## src/rtl/core/tfe_pkg.sv

```systemverilog
// Package for the telemetry frame encoder.
// Holds sizes, register indexes, byte selection codes and the command and
// status structs shared by the controller and the datapath. No dependencies.
package tfe_pkg;

    localparam int MAX_PAYLOAD = 16;
    localparam int BYTE_W      = 8;
    localparam int CNT_W       = $clog2(MAX_PAYLOAD + 1);
    localparam int ADDR_W      = (MAX_PAYLOAD > 1) ? $clog2(MAX_PAYLOAD) : 1;
    localparam int CFG_IDX_W   = 1;
    localparam int CFG_DATA_W  = 8;

    localparam logic [CFG_IDX_W-1:0] REG_START_BYTE   = 1'd0;
    localparam logic [CFG_IDX_W-1:0] REG_DEST_ADDRESS = 1'd1;

    localparam logic [BYTE_W-1:0] START_BYTE_RST   = 8'hAA;
    localparam logic [BYTE_W-1:0] DEST_ADDRESS_RST = 8'hFF;

    typedef logic [2:0] byte_sel_t;

    localparam byte_sel_t SEL_START = 3'd0;
    localparam byte_sel_t SEL_DEST  = 3'd1;
    localparam byte_sel_t SEL_FUNC  = 3'd2;
    localparam byte_sel_t SEL_LEN   = 3'd3;
    localparam byte_sel_t SEL_PAY   = 3'd4;
    localparam byte_sel_t SEL_SUM   = 3'd5;
    localparam byte_sel_t SEL_ACC   = 3'd6;

    typedef struct packed {
        logic      take_input;
        logic      load;
        byte_sel_t sel;
        logic      idx_inc;
        logic      idx_clr;
        logic      frame_done;
    } tfe_cmd_t;

    typedef struct packed {
        logic in_fire;
        logic in_last;
        logic out_free;
        logic count_zero;
        logic idx_at_end;
    } tfe_status_t;

endpackage

```

## src/rtl/core/tfe_in_if.sv

```systemverilog
// Input channel of the telemetry frame encoder: one payload byte per transaction.
// Depends on tfe_pkg for the byte width.
interface tfe_in_if
    import tfe_pkg::*;
();
    logic              valid;
    logic              ready;
    logic [BYTE_W-1:0] func_id;
    logic [BYTE_W-1:0] payload_byte;
    logic              is_last;

    modport source (output valid, output func_id, output payload_byte, output is_last,
                    input ready);
    modport sink   (input valid, input func_id, input payload_byte, input is_last,
                    output ready);
endinterface

```

## src/rtl/core/tfe_out_if.sv

```systemverilog
// Output channel of the telemetry frame encoder: one frame byte per transaction.
// Depends on tfe_pkg for the byte width.
interface tfe_out_if
    import tfe_pkg::*;
();
    logic              valid;
    logic              ready;
    logic [BYTE_W-1:0] frame_byte;
    logic              frame_end;
    logic              truncated;

    modport source (output valid, output frame_byte, output frame_end, output truncated,
                    input ready);
    modport sink   (input valid, input frame_byte, input frame_end, input truncated,
                    output ready);
endinterface

```

## src/rtl/core/tfe_ram.sv

```systemverilog
// Generic single-write, single-read RAM with a registered read port.
// No dependencies.
module tfe_ram #(
    parameter int WIDTH = 8,
    parameter int DEPTH = 16,
    localparam int AW   = (DEPTH > 1) ? $clog2(DEPTH) : 1
) (
    input  logic             clk,
    input  logic             we,
    input  logic [AW-1:0]    waddr,
    input  logic [WIDTH-1:0] wdata,
    input  logic [AW-1:0]    raddr,
    output logic [WIDTH-1:0] rdata
);
    logic [WIDTH-1:0] mem [DEPTH];

    always_ff @(posedge clk)
    begin
        if (we)
        begin
            mem[waddr] <= wdata;
        end
        rdata <= mem[raddr];
    end
endmodule

```

## src/rtl/core/tfe_ctrl.sv

```systemverilog
// Controller of the telemetry frame encoder: sequences collection and frame output.
// Depends on tfe_pkg for the command and status structs.
module tfe_ctrl
    import tfe_pkg::*;
(
    input  logic        clk,
    input  logic        rst_n,
    input  tfe_status_t status,
    output tfe_cmd_t    cmd
);
    localparam logic [2:0] ST_COLLECT = 3'd0;
    localparam logic [2:0] ST_START   = 3'd1;
    localparam logic [2:0] ST_DEST    = 3'd2;
    localparam logic [2:0] ST_FUNC    = 3'd3;
    localparam logic [2:0] ST_LEN     = 3'd4;
    localparam logic [2:0] ST_PAY     = 3'd5;
    localparam logic [2:0] ST_SUM     = 3'd6;
    localparam logic [2:0] ST_ACC     = 3'd7;

    logic [2:0] state_reg;
    logic [2:0] state_next;

    always_ff @(posedge clk or negedge rst_n)
    begin
        if (!rst_n)
        begin
            state_reg <= ST_COLLECT;
        end
        else
        begin
            state_reg <= state_next;
        end
    end

    always_comb
    begin
        state_next     = state_reg;
        cmd            = '0;
        cmd.sel        = SEL_START;
        unique case (state_reg)
            ST_COLLECT:
            begin
                cmd.take_input = 1'b1;
                if (status.in_fire && status.in_last)
                begin
                    state_next = ST_START;
                end
            end
            ST_START:
            begin
                cmd.sel = SEL_START;
                if (status.out_free)
                begin
                    cmd.load   = 1'b1;
                    state_next = ST_DEST;
                end
            end
            ST_DEST:
            begin
                cmd.sel = SEL_DEST;
                if (status.out_free)
                begin
                    cmd.load   = 1'b1;
                    state_next = ST_FUNC;
                end
            end
            ST_FUNC:
            begin
                cmd.sel = SEL_FUNC;
                if (status.out_free)
                begin
                    cmd.load   = 1'b1;
                    state_next = ST_LEN;
                end
            end
            ST_LEN:
            begin
                cmd.sel = SEL_LEN;
                if (status.out_free)
                begin
                    cmd.load   = 1'b1;
                    state_next = status.count_zero ? ST_SUM : ST_PAY;
                end
            end
            ST_PAY:
            begin
                cmd.sel = SEL_PAY;
                if (status.out_free)
                begin
                    cmd.load = 1'b1;
                    if (status.idx_at_end)
                    begin
                        cmd.idx_clr = 1'b1;
                        state_next  = ST_SUM;
                    end
                    else
                    begin
                        cmd.idx_inc = 1'b1;
                    end
                end
            end
            ST_SUM:
            begin
                cmd.sel = SEL_SUM;
                if (status.out_free)
                begin
                    cmd.load   = 1'b1;
                    state_next = ST_ACC;
                end
            end
            ST_ACC:
            begin
                cmd.sel = SEL_ACC;
                if (status.out_free)
                begin
                    cmd.load       = 1'b1;
                    cmd.frame_done = 1'b1;
                    state_next     = ST_COLLECT;
                end
            end
            default:
            begin
                state_next = ST_COLLECT;
            end
        endcase
    end
endmodule

```

## src/rtl/core/tfe_dp.sv

```systemverilog
// Datapath of the telemetry frame encoder: configuration, payload buffer,
// checksums and the output register. Depends on tfe_pkg, the channel
// interfaces and tfe_ram.
module tfe_dp
    import tfe_pkg::*;
(
    input  logic                  clk,
    input  logic                  rst_n,
    input  tfe_cmd_t              cmd,
    output tfe_status_t           status,
    input  logic                  cfg_we,
    input  logic [CFG_IDX_W-1:0]  cfg_index,
    input  logic [CFG_DATA_W-1:0] cfg_data,
    tfe_in_if.sink                payload_ch,
    tfe_out_if.source             frame_ch
);
    logic [BYTE_W-1:0] start_reg;
    logic [BYTE_W-1:0] dest_reg;
    logic [CNT_W-1:0]  count_reg;
    logic              ovf_reg;
    logic [BYTE_W-1:0] held_func_reg;
    logic [BYTE_W-1:0] sum_reg;
    logic [BYTE_W-1:0] acc_reg;
    logic [CNT_W-1:0]  idx_reg;
    logic [CNT_W-1:0]  idx_next;
    logic              out_valid_reg;
    logic [BYTE_W-1:0] out_byte_reg;
    logic              out_end_reg;
    logic              out_trunc_reg;
    logic [BYTE_W-1:0] ram_rdata;
    logic [BYTE_W-1:0] sel_byte;
    logic              in_fire;
    logic              count_full;
    logic              ram_we;
    logic              adds_to_sum;

    assign in_fire          = payload_ch.valid && cmd.take_input;
    assign payload_ch.ready = cmd.take_input;
    assign count_full       = (count_reg == CNT_W'(MAX_PAYLOAD));
    assign ram_we           = in_fire && !count_full;

    assign status.in_fire    = in_fire;
    assign status.in_last    = payload_ch.is_last;
    assign status.out_free   = !out_valid_reg || frame_ch.ready;
    assign status.count_zero = (count_reg == '0);
    assign status.idx_at_end = (CNT_W'(idx_reg + 1'b1) == count_reg);

    always_ff @(posedge clk or negedge rst_n)
    begin
        if (!rst_n)
        begin
            start_reg <= START_BYTE_RST;
            dest_reg  <= DEST_ADDRESS_RST;
        end
        else if (cfg_we)
        begin
            unique case (cfg_index)
                REG_START_BYTE:   start_reg <= cfg_data;
                REG_DEST_ADDRESS: dest_reg  <= cfg_data;
                default:          ;
            endcase
        end
    end

    always_ff @(posedge clk or negedge rst_n)
    begin
        if (!rst_n)
        begin
            count_reg     <= '0;
            ovf_reg       <= 1'b0;
            held_func_reg <= '0;
        end
        else if (cmd.frame_done)
        begin
            count_reg <= '0;
            ovf_reg   <= 1'b0;
        end
        else if (in_fire)
        begin
            if (count_reg == '0 && !ovf_reg)
            begin
                held_func_reg <= payload_ch.func_id;
            end
            if (count_full)
            begin
                ovf_reg <= 1'b1;
            end
            else
            begin
                count_reg <= CNT_W'(count_reg + 1'b1);
            end
        end
    end

    always_comb
    begin
        if (cmd.idx_clr)
        begin
            idx_next = '0;
        end
        else if (cmd.idx_inc)
        begin
            idx_next = CNT_W'(idx_reg + 1'b1);
        end
        else
        begin
            idx_next = idx_reg;
        end
    end

    always_ff @(posedge clk or negedge rst_n)
    begin
        if (!rst_n)
        begin
            idx_reg <= '0;
        end
        else
        begin
            idx_reg <= idx_next;
        end
    end

    tfe_ram #(
        .WIDTH (BYTE_W),
        .DEPTH (MAX_PAYLOAD)
    ) u_store (
        .clk   (clk),
        .we    (ram_we),
        .waddr (count_reg[ADDR_W-1:0]),
        .wdata (payload_ch.payload_byte),
        .raddr (idx_next[ADDR_W-1:0]),
        .rdata (ram_rdata)
    );

    always_comb
    begin
        unique case (cmd.sel)
            SEL_START: sel_byte = start_reg;
            SEL_DEST:  sel_byte = dest_reg;
            SEL_FUNC:  sel_byte = held_func_reg;
            SEL_LEN:   sel_byte = BYTE_W'(count_reg);
            SEL_PAY:   sel_byte = ram_rdata;
            SEL_SUM:   sel_byte = sum_reg;
            SEL_ACC:   sel_byte = acc_reg;
            default:   sel_byte = '0;
        endcase
    end

    assign adds_to_sum = cmd.load && (cmd.sel != SEL_SUM) && (cmd.sel != SEL_ACC);

    always_ff @(posedge clk or negedge rst_n)
    begin
        if (!rst_n)
        begin
            sum_reg <= '0;
            acc_reg <= '0;
        end
        else if (cmd.frame_done)
        begin
            sum_reg <= '0;
            acc_reg <= '0;
        end
        else if (adds_to_sum)
        begin
            sum_reg <= BYTE_W'(sum_reg + sel_byte);
            acc_reg <= BYTE_W'(acc_reg + sum_reg + sel_byte);
        end
    end

    always_ff @(posedge clk or negedge rst_n)
    begin
        if (!rst_n)
        begin
            out_valid_reg <= 1'b0;
        end
        else if (cmd.load)
        begin
            out_valid_reg <= 1'b1;
        end
        else if (frame_ch.ready)
        begin
            out_valid_reg <= 1'b0;
        end
    end

    always_ff @(posedge clk)
    begin
        if (cmd.load)
        begin
            out_byte_reg  <= sel_byte;
            out_end_reg   <= (cmd.sel == SEL_ACC);
            out_trunc_reg <= ovf_reg;
        end
    end

    assign frame_ch.valid      = out_valid_reg;
    assign frame_ch.frame_byte = out_byte_reg;
    assign frame_ch.frame_end  = out_end_reg;
    assign frame_ch.truncated  = out_trunc_reg;
endmodule

```

## src/rtl/core/telemetry_frame_encoder_unit.sv

```systemverilog
// Top level of the telemetry frame encoder.
// Depends on tfe_pkg, tfe_in_if, tfe_out_if, tfe_ctrl and tfe_dp.
//
// Payload bytes arrive on payload_ch, one per transaction, and are held in a
// buffer of MAX_PAYLOAD entries; extra bytes are dropped and the frame is
// marked truncated. The transaction with is_last set closes the frame.
// The frame leaves on frame_ch, one byte per transaction: start byte,
// destination address, function id, length, the kept payload bytes, the
// byte sum and the sum of running sums, the last with frame_end set.
// While collecting, one payload byte is taken per cycle. A frame with N kept
// bytes takes N + 6 output transactions, one per cycle when the receiver is
// ready, and the buffer is read at that pace. The first byte is loaded into
// the output register from the start state. payload_ch.ready stays low from
// the closing transaction until the last frame byte is loaded into the
// output register. When frame_ch.ready is low the current byte holds and
// the sequence waits. The user must write start_byte and dest_address
// through cfg_we, cfg_index and cfg_data only while the block is idle; the
// block does not enforce this. Reset clears the buffer count and restores
// the register defaults; no clearing pass is needed.
module telemetry_frame_encoder_unit
    import tfe_pkg::*;
(
    input  logic                  clk,
    input  logic                  rst_n,
    tfe_in_if.sink                payload_ch,
    tfe_out_if.source             frame_ch,
    input  logic                  cfg_we,
    input  logic [CFG_IDX_W-1:0]  cfg_index,
    input  logic [CFG_DATA_W-1:0] cfg_data
);
    tfe_cmd_t    cmd;
    tfe_status_t status;

    tfe_ctrl u_ctrl (
        .clk    (clk),
        .rst_n  (rst_n),
        .status (status),
        .cmd    (cmd)
    );

    tfe_dp u_dp (
        .clk        (clk),
        .rst_n      (rst_n),
        .cmd        (cmd),
        .status     (status),
        .cfg_we     (cfg_we),
        .cfg_index  (cfg_index),
        .cfg_data   (cfg_data),
        .payload_ch (payload_ch),
        .frame_ch   (frame_ch)
    );
endmodule

```

## src/flat_wrapper.sv

```systemverilog
// flat-port wrapper written by rule: the top's interface ports become plain ports
module telemetry_frame_encoder_unit_flat import tfe_pkg::*;
  (clk, rst_n, cfg_we, cfg_index, cfg_data, payload_ch_valid, payload_ch_func_id, payload_ch_payload_byte, payload_ch_is_last, payload_ch_ready, frame_ch_valid, frame_ch_frame_byte, frame_ch_frame_end, frame_ch_truncated, frame_ch_ready);
  tfe_in_if payload_ch_i ();
  tfe_out_if frame_ch_i ();
  input  logic clk;
  input  logic rst_n;
  input  logic cfg_we;
  input  logic [CFG_IDX_W-1:0] cfg_index;
  input  logic [CFG_DATA_W-1:0] cfg_data;
  input wire logic [$bits(payload_ch_i.valid)-1:0] payload_ch_valid;
  input wire logic [$bits(payload_ch_i.func_id)-1:0] payload_ch_func_id;
  input wire logic [$bits(payload_ch_i.payload_byte)-1:0] payload_ch_payload_byte;
  input wire logic [$bits(payload_ch_i.is_last)-1:0] payload_ch_is_last;
  output wire logic [$bits(payload_ch_i.ready)-1:0] payload_ch_ready;
  output wire logic [$bits(frame_ch_i.valid)-1:0] frame_ch_valid;
  output wire logic [$bits(frame_ch_i.frame_byte)-1:0] frame_ch_frame_byte;
  output wire logic [$bits(frame_ch_i.frame_end)-1:0] frame_ch_frame_end;
  output wire logic [$bits(frame_ch_i.truncated)-1:0] frame_ch_truncated;
  input wire logic [$bits(frame_ch_i.ready)-1:0] frame_ch_ready;
  assign payload_ch_i.valid = payload_ch_valid;
  assign payload_ch_i.func_id = payload_ch_func_id;
  assign payload_ch_i.payload_byte = payload_ch_payload_byte;
  assign payload_ch_i.is_last = payload_ch_is_last;
  assign payload_ch_ready = payload_ch_i.ready;
  assign frame_ch_valid = frame_ch_i.valid;
  assign frame_ch_frame_byte = frame_ch_i.frame_byte;
  assign frame_ch_frame_end = frame_ch_i.frame_end;
  assign frame_ch_truncated = frame_ch_i.truncated;
  assign frame_ch_i.ready = frame_ch_ready;
  telemetry_frame_encoder_unit u_core (.clk(clk), .rst_n(rst_n), .payload_ch(payload_ch_i), .frame_ch(frame_ch_i), .cfg_we(cfg_we), .cfg_index(cfg_index), .cfg_data(cfg_data));
endmodule
```

## config.mk

```make
export PLATFORM = sky130hd
export DESIGN_NAME = telemetry_frame_encoder_unit_flat
export DESIGN_NICKNAME = d
export VERILOG_FILES = /design/src/rtl/core/tfe_pkg.sv /design/src/rtl/core/tfe_in_if.sv /design/src/rtl/core/tfe_out_if.sv /design/src/rtl/core/tfe_ram.sv /design/src/rtl/core/tfe_ctrl.sv /design/src/rtl/core/tfe_dp.sv /design/src/rtl/core/telemetry_frame_encoder_unit.sv /design/src/flat_wrapper.sv
export SDC_FILE = /design/constraint.sdc
export NUM_CORES = 1
export LEC_CHECK = 0
export ABC_AREA = 1
export BUFFER_PORTS_ARGS = -buffer_cell sky130_fd_sc_hd__buf_2
export CAP_MARGIN = 0
export CELL_PAD_IN_SITES_DETAIL_PLACEMENT = 2
export CELL_PAD_IN_SITES_GLOBAL_PLACEMENT = 2
export CORE_UTILIZATION = 44
export CTS_BUF_LIST = sky130_fd_sc_hd__clkbuf_8
export CTS_CLUSTER_SIZE = 20
export DETAILED_ROUTE_END_ITERATION = 16
export PLACE_DENSITY_LB_ADDON = 0.1
export SKIP_LAST_GASP = 1
export SYNTH_ARGS = -nofsm -noshare
export SYNTH_HDL_FRONTEND = slang
export SYNTH_HIERARCHICAL = 1
export SYNTH_SLANG_ARGS = --single-unit
```

## constraint.sdc

```tcl
create_clock -name clk -period 5.85 [get_ports clk]
set_clock_uncertainty 0.1 [all_clocks]
set_input_delay 0.2925 -clock clk [delete_from_list [all_inputs] [get_ports clk]]
set_output_delay 0.2925 -clock clk [all_outputs]
set_load 0.005 [all_outputs]
```

# Word-level counts from Yosys, hierarchy flattened
# Memory sizes are Yosys's and may differ from the RTL's. A register that Yosys moved wholly into a read port is not among the register bits.
# Cells that the tools add are included.
[totals] reg_bits=65 latch_bits=0 ram_bits=128 mem_bits_ro=0 in_bits=31 out_inout_bits=12 elab_cells=109 n_memories=1
[mem_list] memory="u_core.u_dp.u_store.mem" words=16 word_bits=8 rd=1 rd_ports_with_merged_regs=1 wr=1 line_no="tfe_ram.sv:15" source="logic [WIDTH-1:0] mem [DEPTH];"
[op_classes] n_addsub=5 n_mul=0 div=0 order_cmp=0 eq_ne=27 n_shift=0 muxes=36 n_bitwise=2 n_reduce_logical=24
[op_table] operator="8-bit one-hot mux with 7 select lines" count=1
[op_table] operator="8-bit 2-to-1 mux" count=4
[op_table] operator="4-bit one-hot mux with 7 select lines" count=1
[op_table] operator="3-bit 2-to-1 mux" count=9
[op_table] operator="5-bit 2-to-1 mux" count=5
[op_table] operator="8-bit adder" count=3
[op_table] operator="3-bit one-hot mux with 8 select lines" count=1
[op_table] operator="3-bit == test (second input constant)" count=7
[op_table] operator="2-bit by 1-bit inequality test with 1-bit output (second input constant)" count=9
[op_table] operator="3-bit by 2-bit == test with 1-bit output (second input constant)" count=4
[op_table] operator="1-bit 2-to-1 mux" count=12
[op_table] operator="5-bit by 1-bit adder with 5-bit output (second input constant)" count=2
[op_table] operator="2-bit nonzero test" count=5
[op_table] operator="9-bit AND reduction" count=1
[op_table] operator="2-bit AND reduction" count=4
[op_table] operator="3-bit by 1-bit == test with 1-bit output (second input constant)" count=2
[op_table] operator="1-bit logical AND" count=6
[op_table] operator="3-bit logical NOT" count=2
[op_table] operator="2-bit 2-to-1 mux" count=3
[op_table] operator="3-bit inequality test (second input constant)" count=2
[op_table] operator="5-bit == test" count=1
[op_table] operator="5-bit == test (second input constant)" count=1
[op_table] operator="5-bit logical NOT" count=1
[op_table] operator="1-bit logical NOT" count=3
[op_table] operator="other kinds (4)" count=5

# Depth between registers and ports, before layout
[logic_depth] ltp_word=9 ltp_mapped=24 mapped_depth_nobuf=23

# Cells and area by module
# Netlist, hierarchy kept.
[by_module_without_submodules] mod="tfe_ram" instances=1 cells_per_inst=551 area_each_um2=5766.8 seq_area_each_um2=4003.8
[by_module_without_submodules] mod="tfe_dp" instances=1 cells_per_inst=418 area_each_um2=3687.3 seq_area_each_um2=1616.6
[by_module_without_submodules] mod="tfe_ctrl" instances=1 cells_per_inst=40 area_each_um2=247.7 seq_area_each_um2=75.1

# Worst setup path after synthesis
# Ideal clock, no wire load.
[synth_timing] path_kind="register to register" start="reg u_core.u_ctrl.state_reg[0]" end="reg u_core.u_dp.acc_reg[5]" setup_time_ns=0.122 t_arrival_ns=3.304 required_time_ns=5.628 path_slack_ns=2.324 path_stages_with_launch=23 n_path_buf=1 period_less_slack_ns=3.526 cell_sequence="dfrtp_1 inv_1 nand2_1 nand2_1 nor2_1 buf_4 nor2_1 nand2_1 inv_1 nand2_1 nand3_1 nor3b_2 o21ai_1 inv_1 fa_1 inv_1 ha_1 inv_1 fa_1 o31ai_1 a21oi_1 o21ai_1 o21ai_2"
[synth_lines] item="start, declared" line_no="tfe_ctrl.sv:20" source="logic [2:0] state_reg;"
[synth_lines] item="start signal, assigned" line_no="tfe_ctrl.sv:31" source="state_reg <= state_next;"
[synth_lines] item="end signal, assigned" line_no="tfe_dp.sv:166" source="acc_reg <= BYTE_W'(acc_reg + sum_reg + sel_byte);"
[synth_lines] item="end, declared" line_no="tfe_dp.sv:23" source="logic [BYTE_W-1:0] acc_reg;"

==> out/qor.yml <==
drt:
  drt_iter0_drc: 461
  wire_per_inst_um: 25.9
  firstDrtPassIters: 5
  vias: 7837
  ant_nets: 0
  wl_um: 35700
  vias_per_cell: 5.67
  route.detailed.drc: 0
timing:
  fin_ws_ns: 0.667
  grt_setup_unrepaired: "false"
  relSlewSlack: 0.239
  hold_violations: 0
  min_period_over_period: 0.886
  worst_pin_slew_ns: 1.14
  tns_ns: 0
  fmaxAchievable_ghz: 0.193
  fin_crit_ns: 5.18
  setup_violations: 0
  finalMaxSlewViolations: 0
clock_network:
  numCtsBuffers: 36
  cts.repair.resized: 0
  cts_tree: "built"
  clk_pin_slew_ns: 0.06
  ctsRootBufferMaster: "clkbuf_8"
  clockBufferDepth: 3
  clk_latency_ns: 0.56
  htreeDepth: 2
  postCtsSetupBuffers: 0
  clock-sinks: 201
cells_and_area:
  synthToLayoutAreaGrowth_pct: 12.6
  multiInputGateArea_mm2: 0.00315
  num_antenna_cells: 0
  final_util: 0.513
  instances_no_fill: 1381
  largest_register_ffs: 128
  top_register: "u_core/u_dp/u_store/mem"
  fillers: 2183
  drive_gt1_frac: 0.126
  final_nets: 1137
  regArea_mm2: 0.00570
logic_synthesis:
  async_reset_ff_frac: 0.274
  synth_nets: 1065
  dominantRegCellSynth: "edfxtp_1"
  synth_most_common_cell: "nand2_1"
  synth_warnings: 6
  yosysUniqueCellTypes: 44
  synth-edff-count: 138
  syn_avg_cell_area_um2: 9.62
  synth_top_area_frac: 0.427
  synth_cells: 1009
  syn_area_mm2: 0.00970
  yosys-top-cells-area: "edfxtp_1 (43%), dfrtp_1 (11%), nand2_1 (10%)"
  ys_seq_elements: 201
  ys_seq_area_frac: 0.587
  synth_top_area_cell: "edfxtp_1"
  synthTopCellsByCount: "nand2_1 (268), inv_1 (171), edfxtp_1 (138), nand3_1 (124), dfrtp_1 (43)"
setup_path:
  required_ns: 6.17
  r2r_slack_ns: 0.67
  end_kind: "register"
  worst-setup-path-type: "register to register"
  arrival_ns: 5.50
  crit_path_max_fanout: 8
  cp-start-kind: "register"
grt:
  gr-total-overflow: 0
  grt_use_met2: 0.562
  grt_pass1_wl_um: 53700
  antenna_found_initial: 0
  grtUsageMet1: 0.417
  grt_pass1_vias: 8764
  grt_max_degree: 66
  grt.total_usage: 0.329
  grt-busiest-layer: "met2"
  met3_usage: 0.0548
placement:
  dp_slack_ns: 1.04
  dp_hpwl_um: 21200
  dp.cells: 1301
  portBuffers: 42
  place.gp.congestion: 0.825
floorplan:
  num_rows: 53
  io_pins: 43
  core-area_mm2: 0.0213
  dieWidth_um: 150
  die_height_um: 150
  die_area_mm2: 0.0226
  initial_utilization: 0.456
power_and_ir_drop:
  p_leak_nw: 5.01
  p_per_area_mw_per_mm2: 675
  ir_drop_v: 0.000726
job:
  maxCapViolCount: 0
worst_hold_path:
  hp-class: "primary input to register"
status:
  outcome: "finished, final reports clean"
path summary, 6_finish.rpt:
check | from | endpoint | cells after the start
min in group asynchronous | rst_n | u_core/u_dp/sum_reg[7]$_DFFE_PN0P_ | 3
worst max register to register | u_core/u_ctrl/state_reg[0]$_DFFE_PN0P_ | u_core/u_dp/acc_reg[5]$_DFFE_PN0P_ | 19
worst min register to register | u_core/u_dp/ovf_reg$_DFFE_PN0P_ | u_core/u_dp/frame_ch.truncated$_DFFE_PP_ | 0
max in group asynchronous | rst_n | u_core/u_dp/held_func_reg[0]$_DFFE_PN0P_ | 3
worst max-delay path | u_core/u_ctrl/state_reg[0]$_DFFE_PN0P_ | u_core/u_dp/acc_reg[5]$_DFFE_PN0P_ | 19
worst min-delay path | frame_ch_ready | u_core/u_dp/frame_ch.valid$_DFFE_PN0P_ | 4
cell type report:
class                   count  area share
well taps                 275      0.0315
clock buffers              37      0.0466
clock inverters            26      0.0110
inverters                 175      0.0604
multi-input cells         600       0.289
repair buffers             67      0.0403
flip-flops and latches    201       0.522
placed cells by master (no fill, tap or decap), types with 13 or more instances in the layout:
| master | n |
|---|---|
| a21oi_1 | 21 |
| o21ai_0 | 31 |
| nand3_1 | 124 |
| edfxtp_1 | 138 |
| clkbuf_8 | 37 |
| dfrtp_1 | 43 |
| dlygate4sd3_1 | 17 |
| nand2_1 | 268 |
| ha_1 | 16 |
| inv_1 | 184 |
| nor2_1 | 41 |
| buf_2 | 42 |
| nand4_1 | 13 |
cell families after synthesis:
kind of cell / Yosys count / share of synthesized area
fa+ha+maj: 25 / 0.0392
mux: 7 / 0.00813
flops: 201 / 0.587
buf+inv: 208 / 0.0907
xor+xnor: 11 / 0.00993
compound gates: 85 / 0.0502
simple gates: 472 / 0.215
where the power goes:
part	total, mW	switching [mW]	internal (mW)
Combinational	4.06	2.85	1.21
Sequential	2.07	0.241	1.83
Clock	1.25	0.652	0.594
Total	7.37	3.74	3.63
per-stage QoR:
step	power, mW	instance area (um^2)	hold WS (ns)
after floorplan	4.66	9700	-0.103
after global placement	5.64	10100	0.382
after CTS	7.20	10900	0.000820
after global routing	7.78	10900	0.0295
after detailed placement	5.89	10100	0.390
final	7.37	10900	0.0183
per-layer routing:
layer,up-vias,share of wire
li1,3438,-
met1,4071,0.41
met2,246,0.51
met3,82,0.050
met4,0,0.032
met5,-,0
critical path, stage by stage, from the launching register on:
cell and delay [ns]:
dfrtp_1 0.49, inv_1 0.16, a21oi_1 0.92, inv_1 0.39, nand3_1 0.23, inv_1 0.15
nand2_1 0.11, nand3_1 0.12, nor3b_2 0.22, o21ai_1 0.22, inv_1 0.13, fa_1 0.42
inv_1 0.09, ha_1 0.22, inv_1 0.08, fa_1 0.41, o31ai_1 0.32, a21oi_1 0.10
o21ai_1 0.10, o21ai_2 0.07
timing repair:
action | CTS | global route
setup endpoints to repair | 0 | 0
hold buffers | 17 | 0
endpoints found under the hold margin | 67 | 0
Power figures use the tool's default switching activity.
